[config.mk]
export PLATFORM = sky130hd
export DESIGN_NAME = ppmfd_queue
export DESIGN_NICKNAME = d
export VERILOG_FILES = /design/src/ppmfd_pkg.sv /design/src/ppmfd_queue.sv
export SDC_FILE = /design/constraint.sdc
export NUM_CORES = 1
export LEC_CHECK = 0
export BUFFER_PORTS_ARGS = -buffer_cell sky130_fd_sc_hd__buf_2
export CAP_MARGIN = 30
export CORE_UTILIZATION = 40
export CTS_BUF_LIST = sky130_fd_sc_hd__clkbuf_16
export CTS_CLUSTER_DIAMETER = 40
export DETAILED_ROUTE_END_ITERATION = 8
export GPL_ROUTABILITY_DRIVEN = 0
export SLEW_MARGIN = 20
export SYNTH_ARGS = -nofsm -noshare
export SYNTH_HDL_FRONTEND = slang
export SYNTH_SLANG_ARGS = --single-unit
[constraint.sdc]
create_clock -name aclk -period 2.3 [get_ports aclk]
set_clock_uncertainty 0.15 [all_clocks]
set_input_delay 0.46 -clock aclk [delete_from_list [all_inputs] [get_ports aclk]]
set_output_delay 0.46 -clock aclk [all_outputs]
set_load 0.1 [all_outputs]
[src/ppmfd_pkg.sv]
// Shared types and constants of the PPM frame decoder.
package ppmfd_pkg;

    localparam int DATA_W     = 32;
    localparam int SLOT_OUT_W = 4;
    localparam int PADDR_W    = 3;

    // Register index, taken from the word address bit of paddr.
    typedef enum logic {
        REG_SYNC_THRESHOLD = 1'b0
    } reg_index_t;

    localparam logic [DATA_W-1:0] SYNC_RESET_US = 32'd2100;

    localparam int QUEUE_DEPTH = 2;
    localparam int QUEUE_PTR_W = $clog2(QUEUE_DEPTH);
    localparam int QUEUE_CNT_W = $clog2(QUEUE_DEPTH + 1);

    // One classified interval, handed from the front end to the back end.
    typedef struct packed {
        logic [DATA_W-1:0] interval_us;
        logic              sync;
    } interval_item_t;

endpackage

[src/ppmfd_queue.sv]
// Short queue between the front end and the back end.
module ppmfd_queue (
    input  logic                      aclk,
    input  logic                      aresetn,
    input  logic                      push_valid,
    output logic                      push_ready,
    input  ppmfd_pkg::interval_item_t push_item,
    output logic                      pop_valid,
    input  logic                      pop_ready,
    output ppmfd_pkg::interval_item_t pop_item
);

    ppmfd_pkg::interval_item_t             entry_reg [ppmfd_pkg::QUEUE_DEPTH];
    logic [ppmfd_pkg::QUEUE_PTR_W-1:0]     wr_ptr_reg;
    logic [ppmfd_pkg::QUEUE_PTR_W-1:0]     wr_ptr_next;
    logic [ppmfd_pkg::QUEUE_PTR_W-1:0]     rd_ptr_reg;
    logic [ppmfd_pkg::QUEUE_PTR_W-1:0]     rd_ptr_next;
    logic [ppmfd_pkg::QUEUE_CNT_W-1:0]     count_reg;
    logic [ppmfd_pkg::QUEUE_CNT_W-1:0]     count_next;
    logic                                  push;
    logic                                  pop;

    assign push_ready = count_reg != ppmfd_pkg::QUEUE_CNT_W'(ppmfd_pkg::QUEUE_DEPTH);
    assign pop_valid  = count_reg != '0;
    assign pop_item   = entry_reg[rd_ptr_reg];
    assign push       = push_valid && push_ready;
    assign pop        = pop_valid && pop_ready;

    always_comb begin
        wr_ptr_next = wr_ptr_reg;
        rd_ptr_next = rd_ptr_reg;
        count_next  = count_reg;
        if (push) begin
            wr_ptr_next = (wr_ptr_reg == ppmfd_pkg::QUEUE_PTR_W'(ppmfd_pkg::QUEUE_DEPTH - 1))
                          ? '0 : wr_ptr_reg + 1'b1;
        end
        if (pop) begin
            rd_ptr_next = (rd_ptr_reg == ppmfd_pkg::QUEUE_PTR_W'(ppmfd_pkg::QUEUE_DEPTH - 1))
                          ? '0 : rd_ptr_reg + 1'b1;
        end
        case ({push, pop})
            2'b10:   count_next = count_reg + 1'b1;
            2'b01:   count_next = count_reg - 1'b1;
            default: count_next = count_reg;
        endcase
    end

    always_ff @(posedge aclk) begin
        if (!aresetn) begin
            wr_ptr_reg <= '0;
            rd_ptr_reg <= '0;
            count_reg  <= '0;
        end else begin
            wr_ptr_reg <= wr_ptr_next;
            rd_ptr_reg <= rd_ptr_next;
            count_reg  <= count_next;
        end
        if (push) begin
            entry_reg[wr_ptr_reg] <= push_item;
        end
    end

`ifndef NO_ASSERTIONS
    a_count_bound: assert property (@(posedge aclk) disable iff (!aresetn)
        count_reg <= ppmfd_pkg::QUEUE_CNT_W'(ppmfd_pkg::QUEUE_DEPTH))
        else $error("queue count beyond depth");
`endif

endmodule

==> flow_summary_export.csv <==
group,metric,value,unit
cts,cts_root_buf,"clkbuf_16",
cts,cts_sinks,71,
cells_and_area,final_nets,247,
cts,cts_resized,0,
synth,synth_cell_type_count,20,
synth,synth.area.mux_share,14.2,%
placement,dp_hpwl,3180,um
synth,synth_top_family_by_area,"multiplexers",
synth,synth_compound_area_share,1.44,%
sta,rsz0062_at_grt,"false",
synth,synth_area_leaders,"edfxtp_1 (76%), mux2_2 (14%), dfxtp_1 (3.8%)",
sta,tns,0,ps
cells_and_area,filler_cell_count,482,
synth,synth-seq-area-share,79.8,%
grt,grt_pass1_vias,1467,
critical_path,startpoint_type,"register",
critical_path,cp_slowest_cell,"mux2_2",
detailed_routing,vias,1399,
cells_and_area,area_growth,46.2,%
synth,yosys.area_share.simple,2.11,%
synth,synth_area,2610,um^2
critical_path,worstSetupPathType,"reg2out",
sta,finalSetupViolations,0,
die,row_count,29,
critical_path,crit_path_max_fanout,17,
synth,yosys.area.top_type,"edfxtp_1",
cts,cts_hold_buf,0,
critical_path,crit_family,"buffers and inverters",
detailed_routing,ant_nets,0,
critical_path,cp.arrival,1470,ps
critical_path,critPathRequiredTime,1690,ps
grt,grt_usage,14.8,%
die,dieArea,6850,um^2
critical_path,reg2reg_setup_slack,560,ps
grt,grt_pass1_wl,6760,um
cts,cts_max_path_buffers,2,
cells_and_area,diodes,0,
die,core,6310,um^2
synth,synth_top_area_share,76.0,%
critical_path,r2r-end,"count_reg[1]",
cts,cts_buffers,9,
detailed_routing,drt_wl_total,4530,um
synth,synth-seq-cells,71,
detailed_routing,drtIter0Drc,45,
sta,drv_slew,0,
critical_path,crit_chain,"buf_4 -> mux2_2 -> buf_12",
synth,syn_avg_cell_area,20.5,um^2
sta,max_slew_margin,67.7,%
synth,ys_warn_count,0,
cts,post-cts-setup-buffers,0,
critical_path,path_depth,3,
sta,min_period,2080,ps
detailed_routing,detail_route.wl_per_cell,15.7,um
cts,clk_pin_slew,50,ps
critical_path,critPathMaxStageDelay,400,ps
die,ios,72,
critical_path,crit_end,"pop_item[3]",
critical_path,rr_startpoint,"count_reg[0]",
synth,synthAdderAreaFrac,0.480,%
grt,grt.overflow.total,0,
sta,worst_pin_slew,487,ps
synth,syn_nets,165,
detailed_routing,dr.pass1.iters,4,
critical_path,cp_num_buf_inv,2,
sta,fmax,481,MHz
detailed_routing,drc,0,
cts,cts_htree_levels,3,
cells_and_area,layout-drive-gt1-share,57.5,%
grt,grt_antenna_before_repair,0,
synth,synthCells,127,
job,timing.max_cap.violations,0,
die,initial_core_util,41.3,%
detailed_routing,via_per_inst,4.84,
cells_and_area,largest_reg_flops,66,
cts,cts_tree,"done",
cts,clock_latency,320,ps
critical_path,reg2reg_depth,5,
outcome,status,"finished clean",
placement,portBuffers,71,
critical_path,critPathCaptureType,"output port",
die,die_height,82.8,um
min_path,hp-class,"in2reg",
sta,min_period_over_period,90.4,%
die,fp.dieW,82.8,um
synth,synth_xor_area_share,1.01,%
sta,hold_violations,0,
grt,grt_max_degree,34,
==> worst reg2reg max path, cell delays in order, from the launching register on <==
cell	delay [ps]
dfxtp_1	410
nand2b_2	200
nand2_1	70
ha_1	330
or3_1	360
a21boi_1	150
==> cells by family (layout without fill, tap and decap cells) <==
family,count (synthesis),count (layout)
compound gates,5,5
xor+xnor,3,3
mux,33,33
simple gates,9,9
flops,71,71
buf+inv,5,90
fa+ha+maj,1,1
==> worst min-delay path by stage <==
stage / start / cells past startpoint / to / slack [ps]
5_1_grt: push_item[22] / 1 / entry_reg[0][22] / 160
4_1_cts: push_item[22] / 1 / entry_reg[0][22] / 160
3_5_place_dp: rd_ptr_reg / 2 / rd_ptr_reg / 390
3_3_place_gp: count_reg[1] / 2 / count_reg[1] / 350
2_1_floorplan: count_reg[1] / 2 / count_reg[1] / 340
6_report: push_item[22] / 1 / entry_reg[1][22] / 170
==> final cells by class <==
cell class / count / area, um^2 / area share (%)
Multi-Input combinational cell: 51 / 507 / 13.3
Tap cell: 77 / 96.3 / 2.53
Clock inverter: 5 / 20.0 / 0.525
Timing Repair Buffer: 75 / 881 / 23.1
Inverter: 1 / 3.75 / 0.0984
Clock buffer: 9 / 225 / 5.90
Sequential cell: 71 / 2080 / 54.6
==> per-stage QoR <==
step / hold WS [ps] / utilization (%) / cells / cell area [um^2] / worst slack, ps
5_1_grt: 157 / 60.4 / 289 / 3810 / 159
4_1_cts: 158 / 60.4 / 289 / 3810 / 183
3_5_place_dp: 386 / 56.5 / 275 / 3570 / 547
3_3_place_gp: 351 / 56.5 / 275 / 3570 / 569
6_report: 172 / 60.4 / 289 / 3810 / 222
2_1_floorplan: 340 / - / 127 / 2610 / 29.2
==> cell usage after synthesis (all sizes together) <==
library cell and number:
edfxtp 66, mux2 33, dfxtp 5, buf 4, xnor2 3, a21boi 2
nor2b 2, a21bo 1, and2 1, and3 1, ha 1, inv 1
nand2 1, nand2b 1, nand3b 1, o21a 1, o21ai 1, or2 1
or3 1
==> placed cells by master, fill, tap and decap left out <==
| cell type | instances |
|---|---|
| a21bo_2 | 1 |
| and2_1 | 1 |
| nand3b_1 | 1 |
| buf_12 | 33 |
| nand2_1 | 1 |
| nor2b_1 | 2 |
| xnor2_1 | 3 |
| clkinv_1 | 2 |
| o21ai_0 | 1 |
| or3_1 | 1 |
| clkbuf_16 | 9 |
| nand2b_2 | 1 |
| a21boi_0 | 1 |
| edfxtp_1 | 66 |
| clkinv_2 | 1 |
| o21a_1 | 1 |
| ha_1 | 1 |
| inv_1 | 3 |
| or2_2 | 1 |
| mux2_2 | 33 |
| and3_2 | 1 |
| buf_4 | 4 |
| dfxtp_1 | 5 |
| buf_2 | 38 |
| a21boi_1 | 1 |
==> layer usage <==
layer	up-vias	wire length (um)	global-route usage (%)	share of wire (%)
met3	13	271	5.27	6.0
met5	-	0	0	0
li1	656	-	-	-
met2	43	2490	25.1	55
met4	0	165	11.9	3.6
met1	687	1600	14.5	35
Power is left out: the tool's default activity adds up to more than one toggle a clock period on the data nets, which glitch-free logic cannot reach.
