### config.mk
export PLATFORM = sky130hd
export DESIGN_NAME = ppmfd_back
export DESIGN_NICKNAME = d
export VERILOG_FILES = /design/src/ppmfd_pkg.sv /design/src/ppmfd_back.sv
export SDC_FILE = /design/constraint.sdc
export NUM_CORES = 1
export LEC_CHECK = 0
export BUFFER_PORTS_ARGS = -buffer_cell sky130_fd_sc_hd__buf_4
export CORE_ASPECT_RATIO = 0.75
export CORE_UTILIZATION = 51
export DETAILED_ROUTE_END_ITERATION = 8
export PLACE_DENSITY_LB_ADDON = 0.2
export SYNTH_ARGS = -nofsm -noshare
export SYNTH_HDL_FRONTEND = slang
export SYNTH_SLANG_ARGS = --single-unit
### constraint.sdc
create_clock -name aclk -period 8.65 [get_ports aclk]
set_clock_uncertainty 0.15 [all_clocks]
set_input_delay 0.4325 -clock aclk [delete_from_list [all_inputs] [get_ports aclk]]
set_output_delay 0.4325 -clock aclk [all_outputs]
set_load 0.02 [all_outputs]
### src/ppmfd_pkg.sv
// Shared types and constants of the PPM frame decoder.
package ppmfd_pkg;

    localparam int DATA_W     = 32;
    localparam int SLOT_OUT_W = 4;
    localparam int PADDR_W    = 3;

    // Register index, taken from the word address bit of paddr.
    typedef enum logic {
        REG_SYNC_THRESHOLD = 1'b0
    } reg_index_t;

    localparam logic [DATA_W-1:0] SYNC_RESET_US = 32'd2100;

    localparam int QUEUE_DEPTH = 2;
    localparam int QUEUE_PTR_W = $clog2(QUEUE_DEPTH);
    localparam int QUEUE_CNT_W = $clog2(QUEUE_DEPTH + 1);

    // One classified interval, handed from the front end to the back end.
    typedef struct packed {
        logic [DATA_W-1:0] interval_us;
        logic              sync;
    } interval_item_t;

endpackage

### src/ppmfd_back.sv
// Back end: slot sequencing, channel store and the result register.
module ppmfd_back #(
    parameter int unsigned NUM_CHANNELS = 9
) (
    input  logic                             aclk,
    input  logic                             aresetn,
    input  logic                             pop_valid,
    output logic                             pop_ready,
    input  ppmfd_pkg::interval_item_t        pop_item,
    output logic                             m_valid,
    input  logic                             m_ready,
    output logic [ppmfd_pkg::SLOT_OUT_W-1:0] m_slot_written,
    output logic [ppmfd_pkg::DATA_W-1:0]     m_interval_us,
    output logic                             m_sync_seen,
    output logic [ppmfd_pkg::DATA_W-1:0]     m_roll_us,
    output logic [ppmfd_pkg::DATA_W-1:0]     m_pitch_us,
    output logic [ppmfd_pkg::DATA_W-1:0]     m_throttle_us,
    output logic [ppmfd_pkg::DATA_W-1:0]     m_yaw_us
);

    localparam int SLOT_W = $clog2(NUM_CHANNELS);

    logic [ppmfd_pkg::DATA_W-1:0]     chan_reg  [NUM_CHANNELS];
    logic [ppmfd_pkg::DATA_W-1:0]     chan_next [NUM_CHANNELS];
    logic [SLOT_W-1:0]                next_slot_reg;
    logic [SLOT_W-1:0]                next_slot_next;
    logic [SLOT_W-1:0]                slot;
    logic                             out_valid_reg;
    logic                             out_valid_next;
    logic [ppmfd_pkg::SLOT_OUT_W-1:0] slot_out_reg;
    logic [ppmfd_pkg::DATA_W-1:0]     interval_out_reg;
    logic                             sync_out_reg;
    logic [ppmfd_pkg::DATA_W-1:0]     roll_out_reg;
    logic [ppmfd_pkg::DATA_W-1:0]     pitch_out_reg;
    logic [ppmfd_pkg::DATA_W-1:0]     throttle_out_reg;
    logic [ppmfd_pkg::DATA_W-1:0]     yaw_out_reg;
    logic                             pop;

    assign pop_ready = !out_valid_reg || m_ready;
    assign pop       = pop_valid && pop_ready;
    assign slot      = pop_item.sync ? '0 : next_slot_reg;

    always_comb begin
        for (int i = 0; i < NUM_CHANNELS; i++) begin
            chan_next[i] = chan_reg[i];
            if (pop && slot == SLOT_W'(i)) begin
                chan_next[i] = pop_item.interval_us;
            end
        end
        next_slot_next = next_slot_reg;
        if (pop) begin
            next_slot_next = (slot == SLOT_W'(NUM_CHANNELS - 1)) ? '0 : slot + 1'b1;
        end
        out_valid_next = out_valid_reg;
        if (pop) begin
            out_valid_next = 1'b1;
        end else if (m_ready) begin
            out_valid_next = 1'b0;
        end
    end

    always_ff @(posedge aclk) begin
        if (!aresetn) begin
            out_valid_reg <= 1'b0;
            next_slot_reg <= '0;
            for (int i = 0; i < NUM_CHANNELS; i++) begin
                chan_reg[i] <= '0;
            end
        end else begin
            out_valid_reg <= out_valid_next;
            next_slot_reg <= next_slot_next;
            for (int i = 0; i < NUM_CHANNELS; i++) begin
                chan_reg[i] <= chan_next[i];
            end
        end
        if (pop) begin
            slot_out_reg     <= ppmfd_pkg::SLOT_OUT_W'(slot);
            interval_out_reg <= pop_item.interval_us;
            sync_out_reg     <= pop_item.sync;
            roll_out_reg     <= chan_next[1];
            pitch_out_reg    <= chan_next[2];
            throttle_out_reg <= chan_next[3];
            yaw_out_reg      <= chan_next[4];
        end
    end

    assign m_valid        = out_valid_reg;
    assign m_slot_written = slot_out_reg;
    assign m_interval_us  = interval_out_reg;
    assign m_sync_seen    = sync_out_reg;
    assign m_roll_us      = roll_out_reg;
    assign m_pitch_us     = pitch_out_reg;
    assign m_throttle_us  = throttle_out_reg;
    assign m_yaw_us       = yaw_out_reg;

`ifndef NO_ASSERTIONS
    a_slot_range: assert property (@(posedge aclk) disable iff (!aresetn)
        next_slot_reg <= SLOT_W'(NUM_CHANNELS - 1))
        else $error("next slot out of range");
    a_sync_slot_zero: assert property (@(posedge aclk) disable iff (!aresetn)
        out_valid_reg && sync_out_reg |-> slot_out_reg == '0)
        else $error("sync interval not in slot zero");
    a_sync_then_one: assert property (@(posedge aclk) disable iff (!aresetn)
        pop && pop_item.sync |=> next_slot_reg == SLOT_W'(1))
        else $error("slot after sync is not one");
`endif

endmodule

==> results of run 1 <==
==> final timing paths <==
check	start	endpoint	slack [ns]	cells past startpoint
min	pop_item[27]	m_interval_us[26]	0.03	1
min reg2reg	next_slot_reg[1]	next_slot_reg[1]	0.40	2
max	m_valid	m_roll_us[1]	5.10	6
max reg2reg	m_valid	m_roll_us[1]	5.10	6
==> cell type report <==
cell class	instances	area share, %
well taps	338	2.58
flip-flops and latches	298	54.2
clock inverters	20	1.20
multi-input cells	611	25.8
repair buffers	237	11.3
inverters	6	0.137
clock buffers	36	4.84
==> per-stage QoR <==
stage | setup slack (ns) | util [%] | cell area, um2 | total power, W
6_report | 5.10 | 65.8 | 16400 | 0.00338
5_1_grt | 4.96 | 65.8 | 16400 | 0.00350
4_1_cts | 5.15 | 65.8 | 16400 | 0.00341
3_5_place_dp | 5.02 | 60.8 | 15200 | 0.00209
3_3_place_gp | 5.06 | 60.8 | 15200 | 0.00209
2_1_floorplan | 2.71 | - | 13500 | 0.00195
==> cells in the final DEF, fill, tap and decap left out, types with 4 or more instances in the layout <==
cell,count
buf_4,211
a21oi_1,38
clkinv_1,8
mux2i_1,96
clkinv_2,5
inv_1,5
conb_1,128
clkbuf_1,5
bufinv_16,4
mux2_4,56
clkbuf_16,31
dlygate4sd3_1,25
dfxtp_1,5
nand4_1,33
edfxtp_1,293
mux2_2,40
o31ai_1,33
nand2_1,160
==> worst max-delay path, delay by kind of cell (launching register included) <==
kind | cells | cell delay [ns]
buffers and inverters | 3 | 1.35
AND/OR/NAND/NOR | 2 | 1.00
multiplexers | 1 | 0.40
flip-flops | 1 | 0.34
==> routing by layer <==
| layer | wire, um | global-route usage, % | up-vias |
|---|---|---|---|
| met4 | 484 | 4.62 | 0 |
| met3 | 1950 | 4.39 | 33 |
| li1 | - | - | 3766 |
| met2 | 12400 | 31.2 | 246 |
| met1 | 13200 | 33.3 | 3933 |
| met5 | 0 | 0 | - |
==> cell families (layout without fill, tap and decap cells) <==
| logic type | count (synthesis) | after routing | share of synthesized area, % |
|---|---|---|---|
| DFF | 298 | 298 | 68.5 |
| and+or+nand+nor | 212 | 212 | 7.28 |
| muxes | 192 | 192 | 17.3 |
| AOI/OAI and AO/OA | 77 | 77 | 3.71 |
| buffers and inverters | 71 | 299 | 2.92 |
| adders and majority gates | 2 | 2 | 0.193 |
| other | 1 | 128 | 0.0289 |
==> power by group through the flow <==
stage	logic, W	clock network [W]	registers, W
after floorplan	0.000131	0	0.00182
after global placement	0.000327	0	0.00176
after detailed placement	0.000332	0	0.00176
after CTS	0.000343	0.00133	0.00173
after global routing	0.000368	0.00139	0.00174
final	0.000342	0.00131	0.00173
==> what timing repair did <==
action,in CTS,in global routing
gates resized for setup,0,0
hold buffers,25,0
endpoints found under the hold margin,25,0
==> metrics.yaml, run 1 <==
clocking:
  cts_tree: "yes"
  htreeDepth: 1
  cts_sinks: 298
  cts-buffers-inserted: 30
  clock_latency_ns: 0.54
  clkTransAtPathRegs_ns: 0.06
  post_cts_buffers: 0
  cts_buffer_depth: 3
  cts_root_buf: "clkbuf_16"
global_routing:
  grt_pass1_vias: 7585
  antenna_found_initial: 0
  grt_pass1_wl_um: 42600
  grt_use_total_pct: 21.5
  gr-total-overflow: 0
  grt_max_degree: 161
final_layout:
  n_antenna_cell: 0
  drive_gt1_share_pct: 29.7
  areaGrowthSynthToFinish_pct: 26.4
  nFillCells: 1879
  register_area_mm2: 0.00890
  largest_reg_flops: 128
  multi_input_area_mm2: 0.00423
  fin_cells: 1546
  nNetsFinal: 1223
pwr:
  p_clk_share_pct: 38.7
  p_comb_share_pct: 10.1
  powerDensity_mw_per_mm2: 206
  p_int_w: 0.00260
  cellLeakagePower_nw: 7.00
  p_sw_w: 0.000777
  swShare_pct: 23.0
  pwr-share-seq_pct: 51.2
  peakVddDrop_mv: 0.165
timing:
  slew_headroom_pct: 31.5
  tns_ns: 0
  setup_viol: 0
  rsz0062_at_grt: "no"
  hold_viol_final: 0
  clock.fmax_ghz: 0.282
  min_period_over_period_pct: 41.0
  timing.final.crit_period_ns: 3.55
  worstMarginPinSlew_ns: 1.03
  maxSlewViolCount: 0
  fin_hold_ws_ns: 0.0256
synth:
  synth_top_cell_by_area: "edfxtp_1"
  ys_top_cells_by_area: "edfxtp_1, mux2i_1, mux2_4"
  ys_types: 33
  netlist_area_mm2: 0.0130
  synth_most_common_cell: "edfxtp_1"
  synth_edf_count: 293
  ys_ff_latch: 298
  ys.flop_type: "edfxtp_1"
  synthTopCellsByCount: "edfxtp_1, nand2_1, mux2i_1, mux2_4, mux2_2"
  avgSynthCellArea_um2: 15.2
  synth_top_area_share_pct: 67.8
  synth_warnings: 0
  async_flop_share_pct: 0
  ys_seq_area_share_pct: 68.5
  syn_inst: 853
worst_setup_path:
  crit_chain: "nor2b_4 > inv_1 > nand4b_1 > buf_4 > buf_4 > mux2_2"
  start_kind: "flop"
  slowest_delay_ns: 0.81
  critPathSlowestCell: "nor2b_4"
  required_ns: 8.79
  criticalPathCategory: "flop to flop"
  cp_max_fo: 41
  cp-end-kind: "flop"
  cpMostUsedCell: "buf_4"
  cp.arrival_ns: 3.69
floorplanning:
  fp.dieH_um: 140
  rows: 50
  ios: 204
  core_mm2: 0.0250
  dieArea_mm2: 0.0261
  start_util_pct: 52.0
  die_w_um: 186
routing:
  wl_per_cell_um: 18.1
  vias: 7978
  drc: 0
  via_per_inst: 5.16
  routed_wl_um: 28000
  dr.pass1.iters: 5
  ant_nets: 0
  first_iter_violations: 551
placed_design:
  dp_hpwl_um: 17700
  dp.cells: 1465
  place_congestion: 0.780
  port_buffers: 203
job:
  maxCapViolCount: 0
min_path:
  hold_class: "primary input to flop"
outcome:
  outcome: "completed"
Note: power is estimated with default switching activity, not from simulation.
==> inputs of run 2 (changes only) <==
--- a/config.mk
+++ b/config.mk
@@ -7,7 +7,7 @@
 export LEC_CHECK = 0
 export BUFFER_PORTS_ARGS = -buffer_cell sky130_fd_sc_hd__buf_4
 export CORE_ASPECT_RATIO = 0.75
-export CORE_UTILIZATION = 51
+export CORE_UTILIZATION = 57
 export DETAILED_ROUTE_END_ITERATION = 8
 export PLACE_DENSITY_LB_ADDON = 0.2
 export SYNTH_ARGS = -nofsm -noshare
==> constraint.sdc (replaced) <==
create_clock -name aclk -period 3.3 [get_ports aclk]
set_clock_uncertainty 0.15 [all_clocks]
set_input_delay 0.165 -clock aclk [delete_from_list [all_inputs] [get_ports aclk]]
set_output_delay 0.165 -clock aclk [all_outputs]
set_load 0.02 [all_outputs]
==> run 2 against run 1 <==
Final area about the same. Die area decreased by 10%. Register-to-register slack got worse by 4.1 ns. Hold slack improved by 0.075 ns. Sequential share of layout area about the same. Routed wire length increased by 2.8%. Sequential power increased to 2.6 times the previous value. Clock-buffer cell count decreased by 3. Combinational power increased to 2.7 times the previous value. Global-route usage increased by 3.3 points. Largest power group unchanged.
==> metrics.yaml, run 2 (synthesis gave the netlist of run 1 again) <==
floorplanning:
  rows: 47
  fp.dieH_um: 133
  core_mm2: 0.0222
  dieArea_mm2: 0.0234
  die_w_um: 176
  start_util_pct: 58.4
  ios: 204
worst_setup_path:
  ff2ff_setup_slack_ns: 0.96
  cp-end-kind: "flop"
  required_ns: 3.44
  cp_max_fo: 64
  criticalPathCategory: "flop to flop"
  cp.arrival_ns: 2.48
  start_kind: "flop"
final_layout:
  areaGrowthSynthToFinish_pct: 26.5
  largest_reg_flops: 128
  finish.utilization_pct: 73.9
  drive_gt1_share_pct: 29.3
  fin_area_mm2: 0.0164
  n_antenna_cell: 0
  layout_commonest_cell: "edfxtp_1"
  final_cell_mix: "edfxtp_1, buf_4, nand2_1"
  nNetsFinal: 1233
timing:
  worstMarginPinSlew_ns: 1.05
  slew_headroom_pct: 30.0
  tns_ns: 0
  clock.fmax_ghz: 0.428
  min_period_over_period_pct: 70.8
  maxSlewViolCount: 0
  setup_viol: 0
  timing.final.crit_period_ns: 2.34
  fin_hold_ws_ns: 0.101
  rsz0062_at_grt: "no"
  hold_viol_final: 0
global_routing:
  gr-total-overflow: 0
  grt_max_degree: 167
  grt_pass1_wl_um: 44900
  grt_use_total_pct: 24.8
  grt_pass1_vias: 8139
  antenna_found_initial: 0
placed_design:
  placed_area_mm2: 0.0152
  port_buffers: 203
  place_congestion: 0.761
  dp_hpwl_um: 17700
clocking:
  cts_sinks: 298
  htreeDepth: 1
  clkTransAtPathRegs_ns: 0.07
  cts-buffers-inserted: 29
  clock_latency_ns: 0.54
  cts_root_buf: "clkbuf_16"
  cts_resized: 0
  cts_tree: "yes"
  cts_buffer_depth: 3
routing:
  routed_wl_um: 28800
  wl_met2_um: 13600
  vias: 8178
  dr.pass1.iters: 5
  ant_nets: 0
  met3_length_um: 1850
  wl_per_cell_um: 19.1
  highest_layer: "met4"
  drc: 0
  via_per_inst: 5.42
  wl_met1_um: 12900
  first_iter_violations: 701
min_path:
  hold_class: "primary input to flop"
job:
  maxCapViolCount: 0
pwr:
  peakVddDrop_mv: 0.381
  cellLeakagePower_nw: 7.04
  powerDensity_mw_per_mm2: 526
outcome:
  outcome: "completed"
run 2: changes by cell type in the layout (fill, tap and decap cells not counted), sizes merged:
cell	before	now
clkinvlp	3	0
clkbuf	36	33
bufinv	4	3
clkinv	13	16
dlygate4sd3	25	34
buf	212	214
run 2: path summary, 6_finish.rpt:
check / cells past startpoint / to / from
worst min register to register: 2 / next_slot_reg[1] / next_slot_reg[1]
worst min-delay path: 3 / chan_reg[0][103] / aresetn
worst max register to register: 5 / m_throttle_us[29] / m_valid
worst max-delay path: 5 / m_throttle_us[29] / m_valid
run 2: worst max-delay path, stage by stage (launching register included):
cell	delay [ns]
dfxtp_4	0.34
nor2b_4	0.12
inv_1	0.36
o2111a_4	0.32
buf_12	0.37
mux2_2	0.39
run 2: through the flow:
step / power [W] / setup WS [ns] / std cells
after floorplan: 0.00511 / -0.474 / 980
after global placement: 0.00547 / 1.06 / 1423
after detailed placement: 0.00549 / 1.02 / 1423
after CTS: 0.00867 / 0.987 / 1509
after global routing: 0.00889 / 0.863 / 1509
final: 0.00864 / 0.963 / 1509
run 2: area by class of cell:
class | instances | area [um2]
Tap cell | 294 | 368
Clock buffer | 33 | 741
Multi-Input combinational cell | 611 | 4230
Timing Repair Buffer | 248 | 2010
Sequential cell | 298 | 8900
Clock inverter | 19 | 156
Inverter | 6 | 22.5
Fill cell | 1448 | 5800
run 2: where the power goes:
part	internal (W)	total (W)	switching (W)
clock network	0.00183	0.00318	0.00135
logic	0.000375	0.000920	0.000545
registers	0.00444	0.00454	0.0000936
total	0.00665	0.00864	0.00199
run 2: timing repair:
| action | CTS | global route |
|---|---|---|
| hold endpoints to repair | 285 | 0 |
| hold buffers | 34 | 0 |
| buffers inserted | 0 | 0 |
run 2: metal layers:
layer,global-route usage (%),vias up
li1,-,3779
met1,37.0,4055
met2,38.8,303
met3,4.22,41
met4,4.93,0
met5,0,-
